===== config.mk =====
export PLATFORM = sky130hd
export DESIGN_NAME = uart_buffered_fifo_pair
export DESIGN_NICKNAME = d
export VERILOG_FILES = /design/src/hdl/ubfp_pkg.sv /design/src/hdl/uart_buffered_fifo_pair.sv /design/src/hdl/ubfp_ctrl.sv /design/src/hdl/ubfp_dp.sv
export SDC_FILE = /design/constraint.sdc
export NUM_CORES = 1
export LEC_CHECK = 0
export BUFFER_PORTS_ARGS = -buffer_cell sky130_fd_sc_hd__buf_2
export CAP_MARGIN = 20
export CORE_MARGIN = 8
export CORE_UTILIZATION = 30
export DETAILED_ROUTE_END_ITERATION = 10
export PLACE_DENSITY = 0.41
export SLEW_MARGIN = 0
export SYNTH_ARGS = -nofsm -noshare
export SYNTH_HDL_FRONTEND = slang
export SYNTH_HIERARCHICAL = 1
export SYNTH_SLANG_ARGS = --single-unit
export TNS_END_PERCENT = 50

===== constraint.sdc =====
create_clock -name clk -period 6.77 [get_ports clk]
set_input_delay 0.3385 -clock clk [delete_from_list [all_inputs] [get_ports clk]]
set_output_delay 0.3385 -clock clk [all_outputs]
set_load 0.02 [all_outputs]

===== src/hdl/ubfp_pkg.sv =====
// package: shared types and constants for the uart buffered fifo pair
package ubfp_pkg;

  localparam int DEF_RX_DEPTH = 64;
  localparam int DEF_TX_DEPTH = 64;

  localparam int CMD_W = 3;
  localparam int DATA_W = 8;

  localparam logic [CMD_W-1:0] CMD_RX_BYTE  = 3'd0;
  localparam logic [CMD_W-1:0] CMD_TX_READY = 3'd1;
  localparam logic [CMD_W-1:0] CMD_TX_DONE  = 3'd2;
  localparam logic [CMD_W-1:0] CMD_PUSH     = 3'd3;
  localparam logic [CMD_W-1:0] CMD_POP      = 3'd4;

  typedef struct packed {
    logic exec;
    logic load;
  } ctrl_t;

endpackage


===== src/hdl/uart_buffered_fifo_pair.sv =====
// top level: uart buffered fifo pair with request and result channels
//
// usage: each request on the in_valid / in_ready channel is one line event or
// host access (byte received, transmitter ready, transmit complete, host push,
// host pop). every request gives exactly one result on the result_valid /
// result_ready channel, carrying the popped or outgoing byte and the ring and
// transmit status after that request.
// a request is executed when taken, its byte read into the registered ring
// store output; its result enters the output register once that is free.
// a new request is taken only once the previous result has been loaded into
// the output register.
// each ring holds one byte less than its depth.
// reset: indices clear, both rings read empty, the finished flag is set, the
// send request and completion wait flags clear, no result is held.
// stall: while result_ready is low the result is held; one further request
// may be taken and executed, then in_ready stays low until the held result
// is taken.
module uart_buffered_fifo_pair
  import ubfp_pkg::*;
#(
  parameter int RX_DEPTH = DEF_RX_DEPTH,
  parameter int TX_DEPTH = DEF_TX_DEPTH
) (
  input  logic              clk,
  input  logic              rst,
  input  logic              in_valid,
  output logic              in_ready,
  input  logic [CMD_W-1:0]  command,
  input  logic [DATA_W-1:0] data,
  input  logic              frame_error,
  input  logic              overrun_error,
  input  logic              parity_error,
  output logic              result_valid,
  input  logic              result_ready,
  output logic [DATA_W-1:0] out_data,
  output logic              out_valid,
  output logic              accepted,
  output logic              rx_has_data,
  output logic              tx_full,
  output logic              tx_empty,
  output logic              tx_finished,
  output logic              send_request,
  output logic              complete_wait
);

  ctrl_t ctrl;

  ubfp_ctrl u_ctrl (
    .clk          (clk),
    .rst          (rst),
    .in_valid     (in_valid),
    .in_ready     (in_ready),
    .result_valid (result_valid),
    .result_ready (result_ready),
    .ctrl         (ctrl)
  );

  ubfp_dp #(
    .RX_DEPTH (RX_DEPTH),
    .TX_DEPTH (TX_DEPTH)
  ) u_dp (
    .clk           (clk),
    .rst           (rst),
    .ctrl          (ctrl),
    .command       (command),
    .data          (data),
    .frame_error   (frame_error),
    .overrun_error (overrun_error),
    .parity_error  (parity_error),
    .out_data      (out_data),
    .out_valid     (out_valid),
    .accepted      (accepted),
    .rx_has_data   (rx_has_data),
    .tx_full       (tx_full),
    .tx_empty      (tx_empty),
    .tx_finished   (tx_finished),
    .send_request  (send_request),
    .complete_wait (complete_wait)
  );

`ifndef SYNTH
  a_one_at_a_time: assert property (@(posedge clk) disable iff (rst)
    (in_valid && in_ready) |=> !in_ready)
    else $error("request taken while previous one still executing");

  a_data_zero: assert property (@(posedge clk) disable iff (rst)
    (result_valid && !out_valid) |-> (out_data == '0))
    else $error("result byte not zero without a byte");

  a_finished_empty: assert property (@(posedge clk) disable iff (rst)
    (result_valid && tx_finished) |-> tx_empty)
    else $error("transmit finished reported with bytes queued");

  a_full_not_empty: assert property (@(posedge clk) disable iff (rst)
    result_valid |-> !(tx_full && tx_empty))
    else $error("transmit ring both full and empty");
`endif

endmodule


===== src/hdl/ubfp_ctrl.sv =====
// controller: request sequencing and result register handshake
module ubfp_ctrl
  import ubfp_pkg::*;
(
  input  logic  clk,
  input  logic  rst,
  input  logic  in_valid,
  output logic  in_ready,
  output logic  result_valid,
  input  logic  result_ready,
  output ctrl_t ctrl
);

  localparam logic S_IDLE   = 1'b0;
  localparam logic S_RESULT = 1'b1;

  logic state;
  logic state_next;
  logic result_valid_next;

  always_comb begin
    in_ready = (state == S_IDLE);
    ctrl.exec = in_valid && in_ready;
    ctrl.load = (state == S_RESULT) && (!result_valid || result_ready);
  end

  always_comb begin
    state_next = state;
    unique case (state)
      S_IDLE: begin
        if (ctrl.exec) state_next = S_RESULT;
      end
      S_RESULT: begin
        if (ctrl.load) state_next = S_IDLE;
      end
      default: state_next = S_IDLE;
    endcase
  end

  always_comb begin
    result_valid_next = result_valid;
    if (ctrl.load) begin
      result_valid_next = 1'b1;
    end else if (result_ready) begin
      result_valid_next = 1'b0;
    end
  end

  always_ff @(posedge clk) begin
    if (rst) begin
      state <= S_IDLE;
      result_valid <= 1'b0;
    end else begin
      state <= state_next;
      result_valid <= result_valid_next;
    end
  end

endmodule


===== src/hdl/ubfp_dp.sv =====
// datapath: receive and transmit rings, flags and result register
module ubfp_dp
  import ubfp_pkg::*;
#(
  parameter int RX_DEPTH = DEF_RX_DEPTH,
  parameter int TX_DEPTH = DEF_TX_DEPTH
) (
  input  logic              clk,
  input  logic              rst,
  input  ctrl_t             ctrl,
  input  logic [CMD_W-1:0]  command,
  input  logic [DATA_W-1:0] data,
  input  logic              frame_error,
  input  logic              overrun_error,
  input  logic              parity_error,
  output logic [DATA_W-1:0] out_data,
  output logic              out_valid,
  output logic              accepted,
  output logic              rx_has_data,
  output logic              tx_full,
  output logic              tx_empty,
  output logic              tx_finished,
  output logic              send_request,
  output logic              complete_wait
);

  localparam int RX_IW = (RX_DEPTH > 1) ? $clog2(RX_DEPTH) : 1;
  localparam int TX_IW = (TX_DEPTH > 1) ? $clog2(TX_DEPTH) : 1;
  localparam logic [RX_IW-1:0] RX_LAST = RX_IW'(RX_DEPTH - 1);
  localparam logic [TX_IW-1:0] TX_LAST = TX_IW'(TX_DEPTH - 1);

  logic [DATA_W-1:0] rx_mem [RX_DEPTH];
  logic [DATA_W-1:0] tx_mem [TX_DEPTH];
  logic [DATA_W-1:0] rx_q;
  logic [DATA_W-1:0] tx_q;

  logic [RX_IW-1:0] rx_wr, rx_rd, rx_wr_next, rx_rd_next, rx_wr_adv, rx_rd_adv;
  logic [TX_IW-1:0] tx_wr, tx_rd, tx_wr_next, tx_rd_next, tx_wr_adv, tx_rd_adv;
  logic finished, finished_next;
  logic send_req, send_req_next;
  logic cwait, cwait_next;

  logic pend_valid, pend_valid_next;
  logic pend_acc, pend_acc_next;
  logic pend_tx, pend_tx_next;

  logic rx_we, rx_re, tx_we, tx_re;
  logic err;

  // ring index advance with wrap
  always_comb begin
    rx_wr_adv = (rx_wr == RX_LAST) ? '0 : rx_wr + 1'b1;
    rx_rd_adv = (rx_rd == RX_LAST) ? '0 : rx_rd + 1'b1;
    tx_wr_adv = (tx_wr == TX_LAST) ? '0 : tx_wr + 1'b1;
    tx_rd_adv = (tx_rd == TX_LAST) ? '0 : tx_rd + 1'b1;
    err = frame_error | overrun_error | parity_error;
  end

  // command decode
  always_comb begin
    rx_wr_next = rx_wr;
    rx_rd_next = rx_rd;
    tx_wr_next = tx_wr;
    tx_rd_next = tx_rd;
    finished_next = finished;
    send_req_next = send_req;
    cwait_next = cwait;
    pend_valid_next = 1'b0;
    pend_acc_next = 1'b0;
    pend_tx_next = 1'b0;
    rx_we = 1'b0;
    rx_re = 1'b0;
    tx_we = 1'b0;
    tx_re = 1'b0;
    unique case (command)
      CMD_RX_BYTE: begin
        if (rx_wr_adv != rx_rd && !err) begin
          rx_we = ctrl.exec;
          rx_wr_next = rx_wr_adv;
          pend_acc_next = 1'b1;
        end
      end
      CMD_TX_READY: begin
        pend_tx_next = 1'b1;
        if (tx_rd == tx_wr) begin
          send_req_next = 1'b0;
          cwait_next = 1'b1;
        end else begin
          finished_next = 1'b0;
          tx_re = ctrl.exec;
          tx_rd_next = tx_rd_adv;
          pend_valid_next = 1'b1;
        end
      end
      CMD_TX_DONE: begin
        finished_next = 1'b1;
        cwait_next = 1'b0;
      end
      CMD_PUSH: begin
        if (tx_wr_adv != tx_rd) begin
          tx_we = ctrl.exec;
          tx_wr_next = tx_wr_adv;
          send_req_next = 1'b1;
          pend_acc_next = 1'b1;
        end
      end
      CMD_POP: begin
        if (rx_rd != rx_wr) begin
          rx_re = ctrl.exec;
          rx_rd_next = rx_rd_adv;
          pend_valid_next = 1'b1;
        end
      end
      default: begin
        pend_valid_next = 1'b0;
      end
    endcase
  end

  always_ff @(posedge clk) begin
    if (rst) begin
      rx_wr <= '0;
      rx_rd <= '0;
      tx_wr <= '0;
      tx_rd <= '0;
      finished <= 1'b1;
      send_req <= 1'b0;
      cwait <= 1'b0;
    end else if (ctrl.exec) begin
      rx_wr <= rx_wr_next;
      rx_rd <= rx_rd_next;
      tx_wr <= tx_wr_next;
      tx_rd <= tx_rd_next;
      finished <= finished_next;
      send_req <= send_req_next;
      cwait <= cwait_next;
    end
  end

  always_ff @(posedge clk) begin
    if (ctrl.exec) begin
      pend_valid <= pend_valid_next;
      pend_acc <= pend_acc_next;
      pend_tx <= pend_tx_next;
    end
  end

  // receive ring store
  always_ff @(posedge clk) begin
    if (rx_we) rx_mem[rx_wr] <= data;
    if (rx_re) rx_q <= rx_mem[rx_rd];
  end

  // transmit ring store
  always_ff @(posedge clk) begin
    if (tx_we) tx_mem[tx_wr] <= data;
    if (tx_re) tx_q <= tx_mem[tx_rd];
  end

  // result register
  always_ff @(posedge clk) begin
    if (ctrl.load) begin
      out_data <= pend_valid ? (pend_tx ? tx_q : rx_q) : '0;
      out_valid <= pend_valid;
      accepted <= pend_acc;
      rx_has_data <= (rx_rd != rx_wr);
      tx_full <= (tx_wr_adv == tx_rd);
      tx_empty <= (tx_rd == tx_wr);
      tx_finished <= (tx_rd == tx_wr) && finished;
      send_request <= send_req;
      complete_wait <= cwait;
    end
  end

endmodule

After elaboration in Yosys (flattened, before gate mapping)
Memories as Yosys holds them, arrays and structs flattened. A register that Yosys moved wholly into a read port is not among the register bits.
Index checks and enable logic that the tools add are counted.
{"block": "op_classes", "n_addsub": 4, "reduce_logical": 18, "bitwise": 4, "n_eq_ne": 16, "n_mux": 36}
{"operator": "$mux 1", "n": 25}
{"operator": "$add 6x1->6 const B", "n": 4}
{"operator": "$eq 6x6->1 const B", "n": 4}
{"operator": "$mux 6", "n": 4}
{"operator": "$ne 6x6->1", "n": 3}
{"operator": "$reduce_and 3->1", "n": 6}
{"operator": "$eq 6x6->1", "n": 2}
{"operator": "$pmux 1 s2", "n": 6}
{"operator": "$mux 8", "n": 1}
{"operator": "$eq 3x2->1 const B", "n": 2}
{"operator": "$reduce_bool 2->1", "n": 3}
{"operator": "$logic_and 1x1->1", "n": 4}
{"operator": "$ne 2x1->1 const B", "n": 2}
{"operator": "$reduce_and 4->1", "n": 1}
{"operator": "$eq 3x1->1 const B", "n": 1}
{"operator": "$eq 3x3->1 const B", "n": 1}
{"operator": "$logic_not 3->1", "n": 1}
{"operator": "$logic_not 1->1", "n": 2}
{"operator": "$ne 2x2->1 const B", "n": 1}
{"operator": "$not 1->1", "n": 2}
{"operator": "$or 1x1->1", "n": 2}
{"operator": "$logic_or 1x1->1", "n": 1}
{"block": "word_totals", "input_bits": 18, "out_inout_bits": 18, "n_memories": 2, "mem_bits_rw": 1024, "regBits": 48, "word_cells": 101}
{"memory": "u_dp.rx_mem", "depth": 64, "word_bits": 8, "read_ports": 1, "rd_clocked_by_memory_dff": 1, "wr": 1, "line": "ubfp_dp.sv:32", "text": "logic [DATA_W-1:0] rx_mem [RX_DEPTH];"}
{"memory": "u_dp.tx_mem", "depth": 64, "word_bits": 8, "read_ports": 1, "rd_clocked_by_memory_dff": 1, "wr": 1, "line": "ubfp_dp.sv:33", "text": "logic [DATA_W-1:0] tx_mem [TX_DEPTH];"}

Longest topological paths before layout
Gate-level depths: netlist of the first run.
{"block": "depth", "word_depth": 8, "ltp_mapped": 12, "mapped_depth_nobuf": 8}

By module
Netlist of the first run, hierarchy kept.
{"module": "ubfp_dp", "instances": 1, "seq_area_each_um2": 32341.0, "area_per_inst_um2": 42537.0, "cells_each": 1948}
{"module": "ubfp_ctrl", "instances": 1, "seq_area_each_um2": 40.0, "area_per_inst_um2": 95.1, "cells_each": 10}

Least setup slack after synthesis of the first run
OpenSTA, ideal clock, no wires.
{"block": "synth_path", "kind": "reg-to-reg", "start": "register u_dp.rx_wr[1]", "end": "memory u_dp.rx_mem[21][0] (enable)", "setup_ps": 370, "n_path_buf": 5, "required_time_ps": 6400, "arrival_time_ps": 2568, "synth_period_minus_slack_ps": 2938, "path_stages_with_launch": 13, "slack_ps": 3832, "path_cell_list": "dfxtp_1 -> buf_6 -> and3_1 -> buf_6 -> and3_4 -> buf_6 -> o32a_1 -> a21oi_2 -> o31ai_1 -> buf_6 -> or3_1 -> buf_2 -> nor2_1"}
{"block": "synth_via", "elab_chain_len": 8, "word_cells_on_any_way": 9, "classes_between": "add/sub (1); eq/ne (2); mux (5); reduce/logical (1)"}
{"element": "start, declared", "line": "ubfp_dp.sv:37", "text": "logic [RX_IW-1:0] rx_wr, rx_rd, rx_wr_next, rx_rd_next, rx_wr_adv, rx_rd_adv;"}
{"element": "start signal, assigned", "line": "ubfp_dp.sv:130", "text": "rx_wr <= rx_wr_next;"}
{"element": "$add 6x1->6 or $eq 6x6->1 (tied branches)", "line": "ubfp_dp.sv:52", "text": "rx_wr_adv = (rx_wr == RX_LAST) ? '0 : rx_wr + 1'b1;"}
{"element": "$mux 6", "line": "ubfp_dp.sv:52"}
{"element": "$ne 6x6->1", "line": "ubfp_dp.sv:77", "text": "if (rx_wr_adv != rx_rd && !err) begin"}
{"element": "$logic_and 1x1->1", "line": "ubfp_dp.sv:77"}
{"element": "$mux 1", "line": "ubfp_dp.sv:77"}
{"element": "$mux 1", "line": "ubfp_dp.sv:75", "text": "unique case (command)"}
{"element": "$mux 1", "line": "ubfp_dp.sv:150", "text": "if (rx_we) rx_mem[rx_wr] <= data;"}
{"element": "$mux 1 (not written as such)", "line": "ubfp_dp.sv:150"}
{"element": "end, declared", "line": "ubfp_dp.sv:32"}
Several ways; a longest one is shown, not always the timed one.

Worst setup path in the final report of the first run
{"block": "layout_path", "start": "register u_dp.rx_wr[3]", "end": "memory u_dp.rx_mem[4][2] (enable)"}
The elaborated chain is that of the path after synthesis.

==> impl_metrics.tcl, run 1 <==
set metrics [dict create \
    final.period_utilization 0.614 \
    io_buffers 35 \
    area_growth_pct 15.0 \
    numClockSinks 1088 \
    timing.critical_path.to_type "flip-flop" \
    clkSlewWorstSetupHoldPaths_ns 0.06 \
    grtUsageTotal 0.143 \
    tritoncts "yes" \
    category_of_the_worst_setup_path_launch_point "flip-flop" \
    cp_depth 8 \
    timing_worst_slew_pin_value_ns 1.06 \
    routed_wl_um 111000 \
    clock.fmax_mhz 241 \
    final_layout_size_suffix_gt1_frac 0.281 \
    pwr-share-seq 0.529 \
    grt_met2_usage 0.221 \
    synthesized_area_per_cell_um2 21.8 \
    net_count_of_the_mapped_netlist 1980 \
    yosys_register_bits 1088 \
    setup_repair_after_global_routing_missed_its_margin "false" \
    reg2reg_depth 8 \
    placement.setup.worst_slack_ns 2.56 \
    internal_power_mw 11.2 \
    power.density_mw_per_mm2 285 \
    slew_headroom 0.296 \
    synth.yosys.seq_area_share 0.760 \
    switching_power_mw 2.80 \
    final_net_count 2057 \
    most_used_cells_in_the_layout_excluding_fill_and_tap_cells "edfxtp_1 (1059), mux4_2 (323), nor2_1 (124)" \
    vias_per_cell 4.90 \
    global_route.usage.met3 0.0310 \
    worst-endpoint-arrival_ns 4.48 \
    synth_enable_flop_cells 1059 \
    fp.coreArea_mm2 0.141 \
    final-setup-viol-count 0 \
    antenna_found_initial 4 \
    drcViolationCount 0 \
    fillerInstances 13200 \
    groute.layer.met1.usage 0.204 \
    grt_first_pass_wirelength_um 158000 \
    critical_path_cell_by_cell "nand3_2, nor3_1, o31ai_1, nand4_1, o311ai_4, buf_4, or3_1, nor2_1" \
    pin_count_of_the_biggest_net_entering_global_routing 113 \
    clock-skew-final_ns 0.0422 \
    dr.first_iter.drc_count 1659 \
    commonest_non_fill_non_tap_cell_in_the_layout "edfxtp_1" \
    cts-buffers-inserted 118 \
    cp_slowest_stage_delay_ns 0.84 \
    grt_remaining_overflow 0 \
    max_cap_viol_count 0 \
    clock_path_buffers 3 \
    final_setup_margin_ns 2.61 \
    critPathKind "flip-flop to flip-flop" \
    peakVddDrop_mv 0.198 \
    initial_core_util 0.302 \
    worstPathBufferInverterCount 1 \
    clock_insertion_delay_worst_skew_ns 0.73 \
    finalSetupTns_ns 0 \
    gr-max-usage-layer "met2" \
    pin_count 36 \
    synthesis.area_mm2 0.0426 \
    cts.htree.levels 3 \
    die_height_um 393 \
    synth.yosys.warnings 6 \
    unique_cell_type_count_in_the_yosys_netlist 52 \
    required_time_at_the_worst_slack_endpoint_ns 7.10 \
    leakage_power_total_nw 14.3 \
    hpwlAfterDp_um 67500 \
    postSynth.asyncResetShare 0 \
    drtPass1Iterations 5 \
    yosysTopAreaCellShare 0.746 \
    clockPowerShare 0.457 \
    holdPathStages 1 \
    finalWeightedCongestion 0.739 \
    clock_tree.root_cell "clkbuf_16" \
    die_area_mm2 0.154 \
    final-max-slew-violation-count 0 \
    route.detailed.wl_per_inst_um 27.5 \
    die_width_um 393 \
    postSynthCellCount 1958 \
    placement_rows 138 \
    combinationalPowerShare 0.013 \
    finalWorstPathRequiredPeriod_ns 4.16 \
    outcome "finished, final reports clean" \
    antenna_violating_nets_post_route 0 \
    worst_path_dominant_cell_family "simple AND/OR/NAND/NOR gates" \
    final_hold_viol_count 0 \
    vias_in_the_first_global_route 20600 \
    synth.area.top_cells "edfxtp_1 (75%), mux4_2 (17%), dfxtp_1 (1.4%)" \
    synth_top_flop_cell "edfxtp_1" \
    timing.hold.worst.class "input pin to flip-flop" \
    timing.critical_path.slowest_stage_cell "nor2_1" \
    dr_total_vias 19700 \
    crit_path_max_fanout 25 \
    switching_share 0.201 \
    overall_power_consumption_mw 14.0 \
    synth_top_area_cell "edfxtp_1" \
]
==> cell usage after synthesis, drive strengths merged, types with 2 or more instances <==
library cell,count
ha,4
buf,65
a31oi,4
nand3b,4
nand3,19
or2,2
nand4b,4
nor2b,27
nand2,25
inv,10
a211oi,16
edfxtp,1059
xor2,12
or3,19
clkbuf,55
nor2,124
nand2b,4
o311ai,2
a21oi,36
dfxtp,29
and3,4
and2,5
mux2i,24
o21ai,13
nand4,6
mux4,323
o31ai,6
nor3,29
xnor2,13
==> registers in the layout, indices dropped and copies added, names as in the netlist, 6 cells and up <==
register and flops:
u_dp/rx_mem 512, u_dp/rx_q 8, u_dp/rx_rd 6, u_dp/tx_q 8, u_dp/rx_wr 6, u_dp/tx_mem 512
u_dp/tx_wr 6, u_dp/tx_rd 6, u_dp/out_data 8
==> final cells by class <==
class / count / area, µm² / share of cell area
sequential: 1088 / 32400 / 0.661
multi-input combinational: 740 / 9760 / 0.199
clock buffer: 140 / 3060 / 0.0623
tap: 1890 / 2360 / 0.0482
clock inverter: 79 / 815 / 0.0166
timing repair buffer: 77 / 591 / 0.0120
inverter: 10 / 37.5 / 0.000765
antenna: 4 / 10.0 / 0.000204
==> worst register-to-register path, delay by kind of cell (launching register included) <==
kind,cells,cell delay (ns)
AO/OA/AOI/OAI,2,0.26
buffers and inverters,1,0.30
flip-flops,1,0.60
AND/OR/NAND/NOR,5,2.62
==> final timing paths <==
check                      from                  to  slack (ns)
setup / recovery  u_dp/rx_wr[3]   u_dp/rx_mem[4][2]        2.61
hold / removal          data[0]  u_dp/rx_mem[21][0]        0.09
setup reg to reg  u_dp/rx_wr[3]   u_dp/rx_mem[4][2]        2.61
hold reg to reg   u_dp/pend_acc       u_dp/accepted        0.43
==> cell families after synthesis <==
| family | synth area share |
|---|---|
| flops | 0.760 |
| mux | 0.177 |
| simple gates | 0.0318 |
| buf+inv | 0.0135 |
| compound gates | 0.0123 |
| xor+xnor | 0.00514 |
| fa+ha+maj | 0.00117 |
==> stage by stage <==
stage	hold WS [ns]	std cells	instance area, µm²	util
2_1_floorplan	0.400	1958	42600	-
3_3_place_gp	0.424	3794	45000	0.319
3_5_place_dp	0.430	3796	45000	0.319
4_1_cts	0.0293	4021	49000	0.347
5_1_grt	0.0752	4024	49000	0.347
6_report	0.0924	4028	49000	0.347
==> routing by layer <==
metal / part of all wire / vias to the layer above
met4: 0.020 / 2
li1: - / 8375
met3: 0.055 / 126
met5: 0.00011 / -
met2: 0.46 / 485
met1: 0.46 / 10800
==> power groups by stage <==
| stage | clock network, mW | logic (mW) | registers, mW |
|---|---|---|---|
| floorplan | 0 | 0.0281 | 7.54 |
| global placement | 0 | 0.184 | 7.54 |
| detailed placement | 0 | 0.188 | 7.54 |
| CTS | 6.60 | 0.190 | 7.40 |
| global route | 6.83 | 0.201 | 7.39 |
| finish | 6.39 | 0.184 | 7.40 |
==> what timing repair did <==
| item | CTS | global route |
|---|---|---|
| setup buffers | 0 | 0 |
| gates resized for setup | 0 | 0 |
| endpoints found under the hold margin | 5 | 0 |
| hold buffers | 6 | 0 |
No activity file was read; power rests on OpenSTA's default activity.
==> run 2, diff against run 1 <==
--- a/config.mk
+++ b/config.mk
@@ -10,7 +10,7 @@
 export CORE_MARGIN = 8
 export CORE_UTILIZATION = 30
 export DETAILED_ROUTE_END_ITERATION = 10
-export PLACE_DENSITY = 0.41
+export PLACE_DENSITY = 0.42
 export SLEW_MARGIN = 0
 export SYNTH_ARGS = -nofsm -noshare
 export SYNTH_HDL_FRONTEND = slang
==> constraint.sdc (replaced) <==
create_clock -name clk -period 3.4 [get_ports clk]
set_input_delay 0.17 -clock clk [delete_from_list [all_inputs] [get_ports clk]]
set_output_delay 0.17 -clock clk [all_outputs]
set_load 0.02 [all_outputs]
==> run 2 against run 1 <==
Compared with the run above: global-route usage decreased by 0.13 points; non-clock buffer count increased by 158; clock-buffer cell count increased by 1; core utilization increased by 0.96 points; cell count increased by 4.0%; clock power increased by 97%; hold slack got worse by 0.018 ns; final area increased by 2.8%; critical path type unchanged; maximum frequency increased by 27%; via count increased by 2.1%; routed wire length decreased by 1.2%; setup slack got worse by 2.5 ns.
==> impl_metrics.tcl, run 2 (synthesis results as in run 1) <==
set metrics [dict create \
    route.detailed.wl_per_inst_um 26.2 \
    clock-skew-final_ns 0.0722 \
    leakage_power_total_nw 15.2 \
    die_width_um 393 \
    numClockSinks 1088 \
    timing.critical_path.to_type "flip-flop" \
    clockPowerShare 0.454 \
    commonest_non_fill_non_tap_cell_in_the_layout "edfxtp_1" \
    worst_setup_endpoint "u_dp/rx_mem[61][3]" \
    cts.htree.levels 3 \
    fp.coreArea_mm2 0.141 \
    post_cts_repair_timing_setup_buffer_count 0 \
    crit_path_max_fanout 8 \
    power.density_mw_per_mm2 550 \
    drtPass1Iterations 7 \
    route.met2.wl_um 53400 \
    finalSetupTns_ns 0 \
    overall_power_consumption_mw 27.7 \
    worst-endpoint-arrival_ns 3.69 \
    vias_per_cell 4.81 \
    pin_count 36 \
    clock_insertion_delay_worst_skew_ns 0.75 \
    routed_wl_um 110000 \
    final.period_utilization 0.960 \
    final-max-slew-violation-count 0 \
    place_area_mm2 0.0464 \
    final_cell_count_no_fill 4188 \
    dr.first_iter.drc_count 1695 \
    r2r_start "u_dp/rx_wr[0]" \
    n_antenna_cell 0 \
    peakVddDrop_mv 0.382 \
    most_used_cells_in_the_layout_excluding_fill_and_tap_cells "edfxtp_1 (1059), mux4_2 (323), buf_4 (170)" \
    clkSlewWorstSetupHoldPaths_ns 0.06 \
    vias_in_the_first_global_route 21300 \
    critPathKind "flip-flop to flip-flop" \
    timing_worst_slew_pin_value_ns 0.982 \
    critical_path.reg2reg.endpoint "u_dp/rx_mem[61][3]" \
    wl_met1_um 47300 \
    worst-r2r-setup-slack_ns 0.14 \
    final_net_count 2216 \
    tritoncts "yes" \
    pin_count_of_the_biggest_net_entering_global_routing 129 \
    hold_slack_ns 0.0740 \
    area_growth_pct 18.2 \
    grt_remaining_overflow 0 \
    slew_headroom 0.345 \
    timing.hold.worst.class "input pin to flip-flop" \
    met3_wirelength_um 5860 \
    placement_rows 138 \
    initial_core_util 0.302 \
    dp.cells 3947 \
    setup_repair_after_global_routing_missed_its_margin "false" \
    grtUsageTotal 0.141 \
    clock.fmax_mhz 306 \
    hpwlAfterDp_um 68700 \
    final-setup-viol-count 0 \
    internal_power_mw 22.0 \
    io_buffers 35 \
    required_time_at_the_worst_slack_endpoint_ns 3.82 \
    final_layout_size_suffix_gt1_frac 0.322 \
    switching_share 0.205 \
    largest_registers "u_dp/rx_mem: 512 flops, u_dp/tx_mem: 512 flops" \
    dr_total_vias 20200 \
    max_cap_viol_count 0 \
    cts-buffers-inserted 119 \
    finalWorstPathRequiredPeriod_ns 3.26 \
    drcViolationCount 0 \
    final_hold_viol_count 0 \
    combinationalPowerShare 0.014 \
    antenna_violating_nets_post_route 0 \
    die_height_um 393 \
    placement.setup.worst_slack_ns 0.0753 \
    switching_power_mw 5.68 \
    clock_path_buffers 3 \
    category_of_the_worst_setup_path_launch_point "flip-flop" \
    outcome "finished, final reports clean" \
    fin_area_mm2 0.0504 \
    finalWeightedCongestion 0.787 \
    final_setup_margin_ns 0.136 \
    final_util 0.357 \
    clock_tree.root_cell "clkbuf_16" \
    reg2reg_depth 9 \
    antenna_found_initial 7 \
    die_area_mm2 0.154 \
    maxUsedRoutingLayer "met5" \
    grt_first_pass_wirelength_um 158000 \
    pwr-share-seq 0.532 \
    startpoint "u_dp/rx_wr[0]" \
]
==> run 2: cell count changes in the layout (fill, tap and decap cells not counted), sizes merged <==
cell	previous run	this run
clkinv	57	61
buf	71	220
clkinvlp	6	9
inv	12	14
dlygate4sd3	6	15
diode	4	0
bufinv	14	10
clkbuf	140	141
==> run 2: worst min-delay path by stage <==
| stage | from | to | slack, ns | depth (start not counted) |
|---|---|---|---|---|
| 6_report | data[4] | u_dp/rx_mem[24][4] | 0.07 | 1 |
| 5_1_grt | in_valid | u_dp/pend_valid | 0.07 | 2 |
| 4_1_cts | data[5] | u_dp/tx_mem[34][5] | 0.02 | 2 |
| 3_5_place_dp | u_dp/pend_acc | u_dp/accepted | 0.41 | 0 |
| 3_3_place_gp | u_dp/cwait | u_dp/complete_wait | 0.42 | 0 |
| 2_1_floorplan | rst | u_ctrl/result_valid | 0.24 | 1 |
==> run 2: layout make-up <==
type / count / area [µm²]
timing repair buffer: 235 / 2040
sequential: 1088 / 32400
clock buffer: 141 / 3060
inverter: 10 / 37.5
clock inverter: 84 / 795
tap: 1890 / 2360
fill: 13100 / 90900
multi-input combinational: 740 / 9690
==> run 2: metal layers <==
layer | track usage | up-vias
met5 | 0 | -
met4 | 0.0446 | 2
met3 | 0.0290 | 155
met2 | 0.232 | 516
met1 | 0.189 | 10800
li1 | - | 8686
==> run 2: critical path: stages (launching register included) <==
cell and delay (ns):
dfxtp_1 0.39, ha_1 0.28, and3b_1 0.18, or3_1 0.35, a31o_2 0.23, nand4_1 0.18, o31ai_1 0.14, or3_2 0.74
nor2_1 0.24, buf_4 0.21
==> run 2: repair_timing <==
| action | in CTS | in global routing |
|---|---|---|
| resized for setup | 0 | 3 |
| hold endpoints to repair | 109 | 36 |
| setup endpoints to repair | 0 | 72 |
| hold buffers | 13 | 2 |
==> run 2: power groups by stage <==
stage                     logic (mW)  clock network [mW]  registers (mW)
after floorplan               0.0560                   0            15.0
after global placement         0.382                   0            15.0
after detailed placement       0.397                   0            15.0
after CTS                      0.409                13.0            14.7
after global routing           0.432                13.5            14.7
final                          0.394                12.6            14.7
